## src/bezier_segment_tessellator_defines.svh

```systemverilog
// Assertion macros for the bezier segment tessellator.
// Taken by the top level; expects clk and arst_n in scope.
`ifndef BEZIER_SEGMENT_TESSELLATOR_DEFINES_SVH
`define BEZIER_SEGMENT_TESSELLATOR_DEFINES_SVH

// Same-cycle implication, disabled during reset.
`define BST_ASSERT_SAME(label, ante, cons, msg) \
	label: assert property (@(posedge clk) disable iff (!arst_n) (ante) |-> (cons)) \
		else $error(msg);

// Next-cycle implication, disabled during reset.
`define BST_ASSERT_NEXT(label, ante, cons, msg) \
	label: assert property (@(posedge clk) disable iff (!arst_n) (ante) |=> (cons)) \
		else $error(msg);

`endif

```

## src/bst_pkg.sv

```systemverilog
// Shared types and constants for the bezier segment tessellator.
// Used by the controller, the datapath, the step divider and the top level.
package bst_pkg;

	localparam int T_FRAC = 16;
	localparam int T_BITS = 17;
	localparam logic [T_BITS-1:0] T_ONE = 17'h10000;

	localparam int STEPS_W   = 7;
	localparam int CFG_IDX_W = 1;

	localparam logic [CFG_IDX_W-1:0] REG_CURVE_KIND = 1'b0;
	localparam logic [CFG_IDX_W-1:0] REG_STEPS      = 1'b1;

	localparam logic KIND_CUBIC = 1'b0;
	localparam logic KIND_QUAD  = 1'b1;

	localparam logic [2:0] OP_LAST_CUBIC = 3'd5;
	localparam logic [2:0] OP_LAST_QUAD  = 3'd2;

	typedef struct packed {
		logic       load_cp;
		logic       div_start;
		logic       t_init;
		logic       t_adv;
		logic       load_w;
		logic       mul;
		logic       add;
		logic [1:0] k;
		logic       axis_done;
		logic       out_load;
		logic       last;
	} bst_cmd_t;

	typedef struct packed {
		logic t_one;
	} bst_sts_t;

	// operand slot of each interpolation in the de Casteljau sequence
	function automatic logic [1:0] op_k(input logic kind, input logic [2:0] idx);
		logic [1:0] k;
		k = 2'd0;
		if (kind == KIND_QUAD) begin
			case (idx)
				3'd1:    k = 2'd1;
				default: k = 2'd0;
			endcase
		end else begin
			case (idx)
				3'd1:    k = 2'd1;
				3'd2:    k = 2'd2;
				3'd4:    k = 2'd1;
				default: k = 2'd0;
			endcase
		end
		return k;
	endfunction

endpackage

```

## src/bst_div.sv

```systemverilog
// Restoring divider for one unit of t by the step count: quotient and remainder.
// Depends on bst_pkg.
module bst_div #(
	parameter int SW = 7
) (
	input  logic                       clk,
	input  logic                       arst_n,
	input  logic                       start,
	input  logic [SW-1:0]              n,
	output logic                       done,
	output logic [bst_pkg::T_BITS-1:0] q,
	output logic [SW-1:0]              r
);

	localparam int CNT_W = $clog2(bst_pkg::T_BITS);

	logic [CNT_W-1:0]           cnt_q;
	logic                       busy_q;
	logic                       done_q;
	logic [SW-1:0]              rem_q;
	logic [bst_pkg::T_BITS-1:0] quo_q;
	logic                       dbit;
	logic [SW:0]                trial;
	logic                       fits;

	assign dbit  = (cnt_q == CNT_W'(bst_pkg::T_FRAC));
	assign trial = {rem_q, dbit};
	assign fits  = (trial >= {1'b0, n});

	always_ff @(posedge clk or negedge arst_n) begin
		if (!arst_n) begin
			cnt_q  <= '0;
			busy_q <= 1'b0;
			done_q <= 1'b0;
		end else if (start) begin
			cnt_q  <= CNT_W'(bst_pkg::T_FRAC);
			busy_q <= 1'b1;
			done_q <= 1'b0;
		end else if (busy_q) begin
			if (cnt_q == '0) begin
				busy_q <= 1'b0;
				done_q <= 1'b1;
			end else begin
				cnt_q <= cnt_q - 1'b1;
			end
		end
	end

	always_ff @(posedge clk) begin
		if (start) begin
			rem_q <= '0;
		end else if (busy_q) begin
			rem_q <= fits ? SW'(trial - {1'b0, n}) : SW'(trial);
			quo_q <= {quo_q[bst_pkg::T_BITS-2:0], fits};
		end
	end

	assign done = done_q;
	assign q    = quo_q;
	assign r    = rem_q;

endmodule

```

## src/bst_ctrl.sv

```systemverilog
// Controller state machine for the tessellator: sequences points, axes and
// interpolations and owns the result handshake. Depends on bst_pkg.
module bst_ctrl #(
	parameter int SW = 7
) (
	input  logic              clk,
	input  logic              arst_n,
	input  logic              in_valid,
	output logic              in_ready,
	output logic              out_valid,
	input  logic              out_ready,
	input  logic              kind,
	input  logic [SW-1:0]     n_eff,
	input  logic              div_done,
	output bst_pkg::bst_cmd_t cmd
);

	localparam logic [2:0] S_IDLE  = 3'd0;
	localparam logic [2:0] S_DIV   = 3'd1;
	localparam logic [2:0] S_TSTEP = 3'd2;
	localparam logic [2:0] S_LOAD  = 3'd3;
	localparam logic [2:0] S_MUL   = 3'd4;
	localparam logic [2:0] S_ADD   = 3'd5;
	localparam logic [2:0] S_AXIS  = 3'd6;
	localparam logic [2:0] S_OUT   = 3'd7;

	localparam logic [1:0] AXIS_Z = 2'd2;

	logic [2:0]    state_q;
	logic [2:0]    state_d;
	logic [SW-1:0] step_q;
	logic [2:0]    op_q;
	logic [1:0]    axis_q;
	logic          out_valid_q;
	logic          out_free;
	logic          is_last;
	logic [2:0]    last_op;

	assign out_free = !out_valid_q || out_ready;
	assign is_last  = (step_q == n_eff);
	assign last_op  = (kind == bst_pkg::KIND_QUAD) ? bst_pkg::OP_LAST_QUAD
	                                               : bst_pkg::OP_LAST_CUBIC;

	always_comb begin
		cmd      = '0;
		cmd.k    = bst_pkg::op_k(kind, op_q);
		cmd.last = is_last;
		state_d  = state_q;
		case (state_q)
			S_IDLE: begin
				if (in_valid) begin
					cmd.load_cp   = 1'b1;
					cmd.div_start = 1'b1;
					state_d       = S_DIV;
				end
			end
			S_DIV: begin
				if (div_done) begin
					cmd.t_init = 1'b1;
					state_d    = S_TSTEP;
				end
			end
			S_TSTEP: begin
				cmd.t_adv = 1'b1;
				state_d   = S_LOAD;
			end
			S_LOAD: begin
				cmd.load_w = 1'b1;
				state_d    = S_MUL;
			end
			S_MUL: begin
				cmd.mul = 1'b1;
				state_d = S_ADD;
			end
			S_ADD: begin
				cmd.add = 1'b1;
				state_d = (op_q == last_op) ? S_AXIS : S_MUL;
			end
			S_AXIS: begin
				cmd.axis_done = 1'b1;
				state_d       = (axis_q == AXIS_Z) ? S_OUT : S_LOAD;
			end
			S_OUT: begin
				if (out_free) begin
					cmd.out_load = 1'b1;
					state_d      = is_last ? S_IDLE : S_TSTEP;
				end
			end
			default: state_d = S_IDLE;
		endcase
	end

	always_ff @(posedge clk or negedge arst_n) begin
		if (!arst_n) begin
			state_q     <= S_IDLE;
			step_q      <= '0;
			op_q        <= '0;
			axis_q      <= '0;
			out_valid_q <= 1'b0;
		end else begin
			state_q <= state_d;
			if (cmd.t_init) begin
				step_q <= '0;
			end
			if (cmd.t_adv) begin
				step_q <= step_q + 1'b1;
				axis_q <= '0;
			end
			if (cmd.load_w) begin
				op_q <= '0;
			end
			if (cmd.add) begin
				op_q <= op_q + 1'b1;
			end
			if (cmd.axis_done) begin
				axis_q <= axis_q + 1'b1;
			end
			if (cmd.out_load) begin
				out_valid_q <= 1'b1;
			end else if (out_ready) begin
				out_valid_q <= 1'b0;
			end
		end
	end

	assign in_ready  = (state_q == S_IDLE);
	assign out_valid = out_valid_q;

endmodule

```

## src/bst_dp.sv

```systemverilog
// Datapath for the tessellator: control point store, t stepping, shared
// interpolation unit, saturation and result register. Depends on bst_pkg.
module bst_dp #(
	parameter int C       = 32,
	parameter int SW      = 7,
	parameter int IN_TDW  = 384,
	parameter int OUT_TDW = 96
) (
	input  logic                       clk,
	input  logic [IN_TDW-1:0]          in_data,
	input  logic                       kind,
	input  logic [SW-1:0]              n_eff,
	input  logic [bst_pkg::T_BITS-1:0] q,
	input  logic [SW-1:0]              r,
	input  bst_pkg::bst_cmd_t          cmd,
	output bst_pkg::bst_sts_t          sts,
	output logic [OUT_TDW-1:0]         out_data,
	output logic                       out_last
);

	localparam int CW = C + 1;
	localparam int DW = CW + 1;
	localparam int PW = DW + bst_pkg::T_BITS + 1;

	logic signed [CW-1:0]       cp_q [3][4];
	logic signed [CW-1:0]       cp_new [3][4];
	logic signed [CW-1:0]       w_q [4];
	logic [bst_pkg::T_BITS-1:0] t_q;
	logic [SW-1:0]              racc_q;
	logic [SW:0]                racc_sum;
	logic signed [CW-1:0]       opa;
	logic signed [CW-1:0]       opb;
	logic signed [DW-1:0]       diff;
	logic signed [bst_pkg::T_BITS:0] t_s;
	logic signed [PW-1:0]       prod_c;
	logic signed [PW-1:0]       prod_s1;
	logic signed [CW-1:0]       a_s1;
	logic signed [PW-1:0]       sum_w;
	logic signed [CW-1:0]       lerp_res;
	logic                       ovf;
	logic [C-1:0]               sat;
	logic [C-1:0]               res_q [3];
	logic [OUT_TDW-1:0]         out_data_q;
	logic                       out_last_q;

	always_comb begin
		logic signed [CW-1:0] s;
		logic signed [CW-1:0] e;
		logic signed [CW-1:0] h0;
		logic signed [CW-1:0] h1;
		for (int a = 0; a < 3; a++) begin
			s  = CW'($signed(in_data[a*C +: C]));
			e  = CW'($signed(in_data[(3+a)*C +: C]));
			h0 = CW'($signed(in_data[(6+a)*C +: C]));
			h1 = CW'($signed(in_data[(9+a)*C +: C]));
			cp_new[a][0] = s;
			cp_new[a][3] = e;
			if (kind == bst_pkg::KIND_QUAD) begin
				cp_new[a][1] = h0;
				cp_new[a][2] = e;
			end else begin
				cp_new[a][1] = s + h0;
				cp_new[a][2] = e + h1;
			end
		end
	end

	// rotate rows so the axis in work always sits in row 0
	always_ff @(posedge clk) begin
		if (cmd.load_cp) begin
			cp_q <= cp_new;
		end else if (cmd.axis_done) begin
			cp_q[0] <= cp_q[1];
			cp_q[1] <= cp_q[2];
			cp_q[2] <= cp_q[0];
		end
	end

	assign racc_sum = {1'b0, racc_q} + {1'b0, r};

	always_ff @(posedge clk) begin
		if (cmd.t_init) begin
			t_q    <= '0;
			racc_q <= '0;
		end else if (cmd.t_adv) begin
			if (racc_sum >= {1'b0, n_eff}) begin
				racc_q <= SW'(racc_sum - {1'b0, n_eff});
				t_q    <= t_q + q + 1'b1;
			end else begin
				racc_q <= SW'(racc_sum);
				t_q    <= t_q + q;
			end
		end
	end

	always_comb begin
		case (cmd.k)
			2'd1: begin
				opa = w_q[1];
				opb = w_q[2];
			end
			2'd2: begin
				opa = w_q[2];
				opb = w_q[3];
			end
			default: begin
				opa = w_q[0];
				opb = w_q[1];
			end
		endcase
	end

	assign diff     = DW'(opb) - DW'(opa);
	assign t_s      = $signed({1'b0, t_q});
	assign prod_c   = diff * t_s;
	assign sum_w    = PW'(a_s1) + (prod_s1 >>> bst_pkg::T_FRAC);
	assign lerp_res = sum_w[CW-1:0];

	always_ff @(posedge clk) begin
		if (cmd.mul) begin
			prod_s1 <= prod_c;
			a_s1    <= opa;
		end
	end

	always_ff @(posedge clk) begin
		if (cmd.load_w) begin
			w_q <= cp_q[0];
		end else if (cmd.add) begin
			case (cmd.k)
				2'd1:    w_q[1] <= lerp_res;
				2'd2:    w_q[2] <= lerp_res;
				default: w_q[0] <= lerp_res;
			endcase
		end
	end

	assign ovf = (w_q[0][CW-1] != w_q[0][C-1]);
	assign sat = !ovf ? w_q[0][C-1:0]
	                  : (w_q[0][CW-1] ? {1'b1, {(C-1){1'b0}}} : {1'b0, {(C-1){1'b1}}});

	always_ff @(posedge clk) begin
		if (cmd.axis_done) begin
			res_q[2] <= sat;
			res_q[1] <= res_q[2];
			res_q[0] <= res_q[1];
		end
		if (cmd.out_load) begin
			out_data_q <= OUT_TDW'({res_q[2], res_q[1], res_q[0]});
			out_last_q <= cmd.last;
		end
	end

	assign sts.t_one = (t_q == bst_pkg::T_ONE);
	assign out_data  = out_data_q;
	assign out_last  = out_last_q;

endmodule

```

## src/bezier_segment_tessellator.sv

```systemverilog
// Bezier segment tessellator top level: configuration registers, controller,
// datapath and step divider. Depends on bst_pkg and the defines header.
//
// Each accepted segment yields N points at t = i/N, i = 1..N, by de Casteljau
// interpolation on one shared multiply-add unit that takes a multiply state
// and an add state per interpolation. The result side can stall a segment,
// and the serial t divider runs before its first point; the next segment is
// taken once the last point sits in the output register. N is the step count,
// 0 read as 1 and clamped to MAX_STEPS.
`include "bezier_segment_tessellator_defines.svh"

module bezier_segment_tessellator #(
	parameter int MAX_STEPS  = 64,
	parameter int COORD_BITS = 32
) (
	input  logic                          clk,
	input  logic                          arst_n,
	input  logic                          cfg_we,
	input  logic [bst_pkg::CFG_IDX_W-1:0] cfg_index,
	input  logic [bst_pkg::STEPS_W-1:0]   cfg_wdata,
	input  logic                          s_axis_tvalid,
	output logic                          s_axis_tready,
	// start_x, start_y, start_z, end_x, end_y, end_z, handle0_x, handle0_y,
	// handle0_z, handle1_x, handle1_y, handle1_z, zero fill
	input  logic [((12*COORD_BITS+7)/8)*8-1:0] s_axis_tdata,
	output logic                          m_axis_tvalid,
	input  logic                          m_axis_tready,
	// point_x, point_y, point_z, zero fill
	output logic [((3*COORD_BITS+7)/8)*8-1:0]  m_axis_tdata,
	output logic                          m_axis_tlast
);

	localparam int SW      = $clog2(MAX_STEPS + 1);
	localparam int EXT_W   = (SW > bst_pkg::STEPS_W) ? SW : bst_pkg::STEPS_W;
	localparam int IN_TDW  = ((12*COORD_BITS+7)/8)*8;
	localparam int OUT_TDW = ((3*COORD_BITS+7)/8)*8;

	logic                         kind_q;
	logic [bst_pkg::STEPS_W-1:0]  steps_q;
	logic [SW-1:0]                n_eff;
	bst_pkg::bst_cmd_t            cmd;
	bst_pkg::bst_sts_t            sts;
	logic                         div_done;
	logic [bst_pkg::T_BITS-1:0]   div_q;
	logic [SW-1:0]                div_r;

	always_ff @(posedge clk or negedge arst_n) begin
		if (!arst_n) begin
			kind_q  <= bst_pkg::KIND_CUBIC;
			steps_q <= 7'd24;
		end else if (cfg_we) begin
			case (cfg_index)
				bst_pkg::REG_CURVE_KIND: kind_q  <= cfg_wdata[0];
				bst_pkg::REG_STEPS:      steps_q <= cfg_wdata;
				default: ;
			endcase
		end
	end

	always_comb begin
		if (steps_q == '0) begin
			n_eff = SW'(1);
		end else if (EXT_W'(steps_q) > EXT_W'(MAX_STEPS)) begin
			n_eff = SW'(MAX_STEPS);
		end else begin
			n_eff = SW'(steps_q);
		end
	end

	bst_ctrl #(
		.SW(SW)
	) u_ctrl (
		.clk      (clk),
		.arst_n   (arst_n),
		.in_valid (s_axis_tvalid),
		.in_ready (s_axis_tready),
		.out_valid(m_axis_tvalid),
		.out_ready(m_axis_tready),
		.kind     (kind_q),
		.n_eff    (n_eff),
		.div_done (div_done),
		.cmd      (cmd)
	);

	bst_div #(
		.SW(SW)
	) u_div (
		.clk   (clk),
		.arst_n(arst_n),
		.start (cmd.div_start),
		.n     (n_eff),
		.done  (div_done),
		.q     (div_q),
		.r     (div_r)
	);

	bst_dp #(
		.C      (COORD_BITS),
		.SW     (SW),
		.IN_TDW (IN_TDW),
		.OUT_TDW(OUT_TDW)
	) u_dp (
		.clk     (clk),
		.in_data (s_axis_tdata),
		.kind    (kind_q),
		.n_eff   (n_eff),
		.q       (div_q),
		.r       (div_r),
		.cmd     (cmd),
		.sts     (sts),
		.out_data(m_axis_tdata),
		.out_last(m_axis_tlast)
	);

	`BST_ASSERT_SAME(a_last_at_t_one, cmd.out_load, cmd.last == sts.t_one, "last point not at t one")
	`BST_ASSERT_SAME(a_no_overwrite, cmd.out_load, !m_axis_tvalid || m_axis_tready, "result overwritten")
	`BST_ASSERT_NEXT(a_one_segment, s_axis_tvalid && s_axis_tready, !s_axis_tready, "segment taken while busy")

endmodule
```

## config.mk

```make
export PLATFORM = sky130hd
export DESIGN_NAME = bezier_segment_tessellator
export DESIGN_NICKNAME = d
export VERILOG_FILES = /design/src/bst_pkg.sv /design/src/bst_div.sv /design/src/bst_ctrl.sv /design/src/bst_dp.sv /design/src/bezier_segment_tessellator.sv
export VERILOG_INCLUDE_DIRS = /design/src /design/src/src
export SDC_FILE = /design/constraint.sdc
export NUM_CORES = 2
export LEC_CHECK = 0
export BUFFER_PORTS_ARGS = -buffer_cell sky130_fd_sc_hd__clkbuf_2
export CELL_PAD_IN_SITES_DETAIL_PLACEMENT = 0
export CELL_PAD_IN_SITES_GLOBAL_PLACEMENT = 2
export CORE_MARGIN = 2
export CORE_UTILIZATION = 43
export CTS_BUF_LIST = sky130_fd_sc_hd__clkbuf_16
export CTS_CLUSTER_DIAMETER = 60
export CTS_CLUSTER_SIZE = 20
export DETAILED_ROUTE_END_ITERATION = 10
export PLACE_DENSITY = 0.87
export SYNTH_ARGS = -nofsm -noshare
export SYNTH_HDL_FRONTEND = slang
export SYNTH_SLANG_ARGS = --single-unit
```

## constraint.sdc

```tcl
create_clock -name clk -period 23.1 [get_ports clk]
set_input_delay 2.31 -clock clk [delete_from_list [all_inputs] [get_ports clk]]
set_output_delay 2.31 -clock clk [all_outputs]
set_load 0.05 [all_outputs]
```

* After elaboration in Yosys (flattened, before gate mapping)
Memory sizes are Yosys's and may differ from the RTL's. A register that Yosys moved wholly into a read port is not among the register bits.
Index checks and enable logic that the tools add are counted.
** Storage, ports and cells
- Memories :: 1
- Flip-flop bits (word level) :: 786
- Logic and storage cells :: 165
- Bits of input ports :: 397
- Bits in writable memories :: 96
- Output and inout bits :: 99
** Memories
- u_dp.res_q :: depth 3, bits a word 32, rd ports 3, clocked after Yosys merged registers in 1, write ports 3, RTL line bst_dp.sv:42 : logic [C-1:0] res_q [3];
** Operators by class
- Add/sub/neg operators :: 17
- $mul :: 1
- Bitwise gates (word level) :: 2
- Reduce and logical (&&, ||, !) cells :: 25
- Order comparisons :: 3
- Mux-type cells :: 60
- Eq/ne operators :: 22
** Operators by type and width (count)
- $mux 396 :: 2
- $add 32x32->33 :: 6
- $mux 66 :: 3
- $mux 99 :: 2
- $pmux 33 s2 :: 2
- $mux 33 :: 3
- $mux 32 :: 2
- $mul 34x18->49 :: 1
- $mux 7 :: 6
- $sub 33x33->34 :: 1
- $add 33x33->33 :: 1
- $pmux 3 s8 :: 1
- $mux 3 :: 7
- $mux 1 :: 20
- $reduce_bool 2->1 :: 9
- $add 17x1->17 const B :: 1
- $add 17x17->17 :: 1
- $mux 17 :: 1
- $ge 8x7->1 :: 2
- $reduce_and 2->1 :: 8
- $eq 3x3->1 const B :: 5
- $mux 5 :: 3
- $mux 2 :: 7
- $sub 7x7->7 :: 2
- 25 further kinds :: 34

* Longest topological paths before layout
- Depth in word-level cells :: 9
- Gate-level depth with buffers :: 49
- Gate-level depth less buffers :: 46

* Modules after synthesis
Synthesis repeated with hierarchy kept, for this count alone.
** Unflattened totals
- Cells, all modules :: 6944
- Area total of the unflattened synthesis :: 69962.1 µm²
** Modules (own cells, without submodules)
- bst_dp :: seq. area each 24113.1 µm², cells an instance 6639, instances 1, area an instance 66859.1 µm²
- bst_div :: seq. area each 825.8 µm², cells an instance 159, instances 1, area an instance 1684.1 µm²
- bst_ctrl :: seq. area each 400.4 µm², cells an instance 119, instances 1, area an instance 1052.3 µm²
- bezier_segment_tessellator :: seq. area each 202.7 µm², cells an instance 27, instances 1, area an instance 366.6 µm²

* Worst setup path before layout
No wires, ideal clock.
- Path type :: input-to-reg
- Start point :: input s_axis_tvalid
- End point :: register u_dp.cp_q[0] (netlist bit), enable pin
- Stages on the path :: 5
- Buffers on the path :: 3
- Setup slack :: 10.448 ns
- Setup time :: 2.873 ns
- Required time :: 20.227 ns
- Data arrival time :: 9.779 ns
- Cells stage by stage :: nand2_1 > clkbuf_1 > clkbuf_1 > buf_1 > nand2_1
** Between the ends
- Longest elaborated chain between the ends :: 3
** RTL lines
- start: declaration :: RTL line bezier_segment_tessellator.sv:21 : input logic s_axis_tvalid,
- $mux 2 :: RTL line bst_ctrl.sv:51 : if (in_valid) begin
- $mux 2 :: RTL line bst_ctrl.sv:49 : case (state_q)
- $reduce_bool 2->1 (no source line)
- end signal: assignment :: RTL line bst_dp.sv:71 : cp_q <= cp_new;
- end: declaration :: RTL line bst_dp.sv:25 : logic signed [CW-1:0] cp_q [3][4];
No other way between the ends.
A chain may end at the register's enable or synchronous reset.

* Final worst setup path
- Start point :: register u_ctrl.op_q[0]
- End point :: register u_dp.prod_s1[48] (data pin)
** Between the ends
- Longest elaborated chain between the ends :: 8
- Elaborated cells between the ends (all ways) :: 13
- Classes of those cells :: add/sub: 1; mul: 1; eq/ne: 5; mux: 5; reduce/logical: 1
** RTL lines
- start: declaration :: RTL line bst_ctrl.sv:32 : logic [2:0] op_q;
- start signal: assignment :: RTL line bst_ctrl.sv:113 : op_q <= op_q + 1'b1;
- $eq 3x1->1 / $eq 3x3->1 (equally long branches) :: RTL line bst_pkg.sv:44, bst_pkg.sv:49
- $reduce_or 2->1 (no source line)
- $pmux 2 s2 :: RTL line bst_pkg.sv:49 : case (idx)
- $mux 2 * :: RTL line bst_pkg.sv:43 : if (kind == KIND_QUAD) begin
- $eq 2x2->1 / $eq 2x1->1 (equally long branches) :: RTL line bst_dp.sv:97 : case (cmd.k)
- $pmux 33 s2 * :: RTL line bst_dp.sv:97
- via u_dp.opa[0] :: RTL line bst_dp.sv:31 : logic signed [CW-1:0] opa;
- $sub 33x33->34 * :: RTL line bst_dp.sv:113 : assign diff = DW'(opb) - DW'(opa);
- $mul 34x18->49 * :: RTL line bst_dp.sv:115 : assign prod_c = diff * t_s;
- via u_dp.prod_c[48] :: RTL line bst_dp.sv:35 : logic signed [PW-1:0] prod_c;
- end signal: assignment :: RTL line bst_dp.sv:121 : prod_s1 <= prod_c;
- end: declaration :: RTL line bst_dp.sv:36 : logic signed [PW-1:0] prod_s1;
The timed path passes the listed nets; every way through them passes the cells marked *.

==> impl_metrics.toml <==
[logic_synthesis]
yosys.cell_types.count = 86
synth-main-ff-cell = "edfxtp_1"
synthesis.area_um2 = 68400
syn-num-nets = 8435
synth-async-reset-ratio = 0.0358
synth_edf_count = 804
yosys_register_bits = 866
syn_area_per_cell_um2 = 9.66
synth_warnings = 0
ys_seq_area_frac = 0.374
netlist_instances = 7079

[worst_setup_path]
critPathKind = "reg -> reg"
critPathMaxStageDelay_ps = 1060
arrival_ps = 12550
worstPathMaxFanout = 133
start_kind = "flip-flop"
endpoint_kind = "flip-flop"
cp.required_ps = 23570
cpMaxStageDelayCell = "ha_4"
crit_top_cell = "fa_1"

[routing]
first_pass_iters = 5
wire_per_inst_um = 22.9
vias = 52300
drt_iter0_drc = 4308
drc = 0
vias_per_cell = 5.46
ant_nets = 0
routed_wl_um = 219000

[placement]
place_hpwl_um = 170000
finalWeightedCongestion = 0.932
portBuffers = 495

[layout]
nets = 8788
fillCellCount = 15000
area_growth_pct = 11.8
drive_gt1_frac = 0.110

[clock_network]
ctsHoldBuffers = 0
cts_tree = "yes"
clk_latency_ps = 750
ctsRootBufferMaster = "clkbuf_16"
clk_pin_slew_worst_paths_ps = 80
postCtsSetupRepairBufs = 0
clockBufferDepth = 3
cts_resized = 0
cts.sinks = 866
numCtsBuffers = 89
htree_levels = 3

[grt]
grt.overflow.total = 0
grt_pass1_wl_um = 331000
antenna_found_initial = 43
grt_max_degree = 187
grt_usage = 0.271
first_global_vias = 52700

[flow_run]
drv_cap = 0

[sta]
hold_violations = 0
fin_skew_ps = 77.7
worst_pin_slew_ps = 1300
maxSlewHeadroom = 0.133
fmax_ghz = 0.0828
fin_setup_tns_ps = 0
finalCriticalPeriod_ps = 12080
min_period_over_period = 0.523
setup_viol = 0
grt_setup_unrepaired = "no"
slew_viol_final = 0

[die]
io_pins = 496
die-area_um2 = 162000
core_um2 = 158000
die_height_um = 403
placementRows = 146
die_w_um = 403
start_util = 0.432

[min_path]
hp-class = "reg -> reg"

[status]
status = "completed"
-- worst paths after layout --
kind                       slack, ps               from  cells after the start                end
max                            11020     u_ctrl.op_q[0]                     40   u_dp.prod_s1[48]
min                              410  u_dp.res_q[0][13]                      0  u_dp.out_data[13]
max reg2reg                    11020     u_ctrl.op_q[0]                     40   u_dp.prod_s1[48]
min reg2reg                      410  u_dp.res_q[0][13]                      0  u_dp.out_data[13]
max in group asynchronous      20770             arst_n                      1             kind_q
min in group asynchronous       1670             arst_n                      1         steps_q[6]
-- sequential cells by signal (all words and copies together) (netlist names), 5 cells and up --
| register | count |
|---|---|
| u_dp.a_s1 | 33 |
| u_dp.res_q | 96 |
| steps_q | 7 |
| u_dp.prod_s1 | 33 |
| u_dp.out_data | 96 |
| u_dp.racc_q | 7 |
| u_dp.w_q | 132 |
| u_div.r | 7 |
| u_div.cnt_q | 5 |
| u_dp.cp_q | 396 |
| u_ctrl.step_q | 7 |
| u_dp.t_q | 17 |
| u_div.q | 17 |
-- placed cells by master (no fill, tap or decap), types with 56 or more instances in the layout --
master	instances
xnor2_1	159
a21oi_1	410
buf_4	58
nand2_1	1341
xor2_1	97
nor2b_1	56
o21a_1	90
nor2_1	326
fa_1	538
clkbuf_16	90
inv_1	772
nand2b_1	56
nor3_1	57
clkbuf_2	495
a21o_1	206
o21ai_0	372
ha_1	419
edfxtp_1	804
a22oi_1	70
nand3_1	87
and2_1	324
-- metrics by stage --
| stage | util | instances | hold WS (ps) | worst slack (ps) | instance area [um2] |
|---|---|---|---|---|---|
| final | 0.483 | 9594 | 406 | 11020 | 76400 |
| after global routing | 0.483 | 9594 | 417 | 9720 | 76400 |
| after CTS | 0.483 | 9575 | 404 | 11010 | 76400 |
| after detailed placement | 0.462 | 9413 | 405 | 11000 | 73100 |
| after global placement | 0.462 | 9413 | 401 | 11270 | 73100 |
| after floorplan | - | 7079 | 400 | 10450 | 68400 |
-- kinds of logic (layout without fill, tap and decap cells) --
family                   after synthesis  after routing  share of synthesized area
AND/OR/NAND/NOR                     2423           2423                      0.159
AO/OA/AOI/OAI                       1439           1439                      0.131
buffers and inverters               1061           1485                     0.0583
adder cells (fa/ha/maj)              959            959                      0.235
flip-flops                           866            866                      0.374
XOR/XNOR                             282            282                     0.0361
multiplexers                          49             49                    0.00752
other                                  0             19                          0
-- synth_stat cells, types with 8 or more instances --
master / instances / area, um2
a211o_1: 14 / 123
o21ai_0: 372 / 1860
dfrtp_1: 29 / 726
buf_1: 21 / 78.8
fa_1: 538 / 10800
mux2i_1: 30 / 300
a211oi_1: 34 / 255
a21boi_0: 15 / 113
mux2_2: 19 / 214
o211ai_1: 19 / 143
o21ai_1: 8 / 40.0
a21oi_1: 410 / 2050
clkbuf_1: 269 / 1010
ha_1: 421 / 5270
xor2_1: 105 / 920
nand2_1: 1343 / 5040
o22ai_1: 19 / 119
o31ai_1: 16 / 120
edfxtp_1: 804 / 24100
or3_1: 24 / 150
a2111oi_0: 8 / 70.1
nor2b_1: 57 / 357
a21o_1: 206 / 1550
xnor2_1: 177 / 1550
nand4_1: 25 / 156
nand3_1: 87 / 435
a31oi_1: 51 / 319
o31a_1: 15 / 131
and3_1: 52 / 325
nor3b_1: 9 / 67.6
and2_1: 325 / 2030
nor3_1: 58 / 290
o21a_1: 90 / 676
nand2b_1: 57 / 357
nor2_1: 328 / 1230
dfxtp_1: 31 / 621
a22oi_1: 70 / 526
o21bai_1: 30 / 225
nor4_1: 9 / 56.3
inv_1: 767 / 2880
or2_2: 14 / 87.6
-- final cells by class --
class,count,area (um2),share of cell area
Clock buffer,90,2250,0.0295
Tap cell,2072,2590,0.0339
Sequential cell,866,25600,0.335
Timing Repair Buffer,555,2950,0.0386
Clock inverter,72,988,0.0129
Antenna cell,19,47.5,0.000622
Multi-Input combinational cell,5152,39100,0.512
Inverter,768,2890,0.0378
-- per-layer routing --
metal	routed length, um	up-vias	track usage
met5	253	-	0
met4	8820	36	0.103
met3	12900	366	0.0393
met2	102000	1584	0.435
met1	95500	25800	0.373
li1	-	24600	-
-- worst max-delay path, delay by kind of cell, from the launching register on --
family / cells / cell delay [ps]
AOI/OAI and AO/OA: 15 / 4970
xor gates and xnor gates: 1 / 120
adders and majority gates: 11 / 4950
buffers and inverters: 6 / 440
DFF: 1 / 440
and+or+nand+nor: 7 / 880
Power is not shown: default switching activity piles up to over one toggle a cycle in this logic, so the estimate is an artifact.
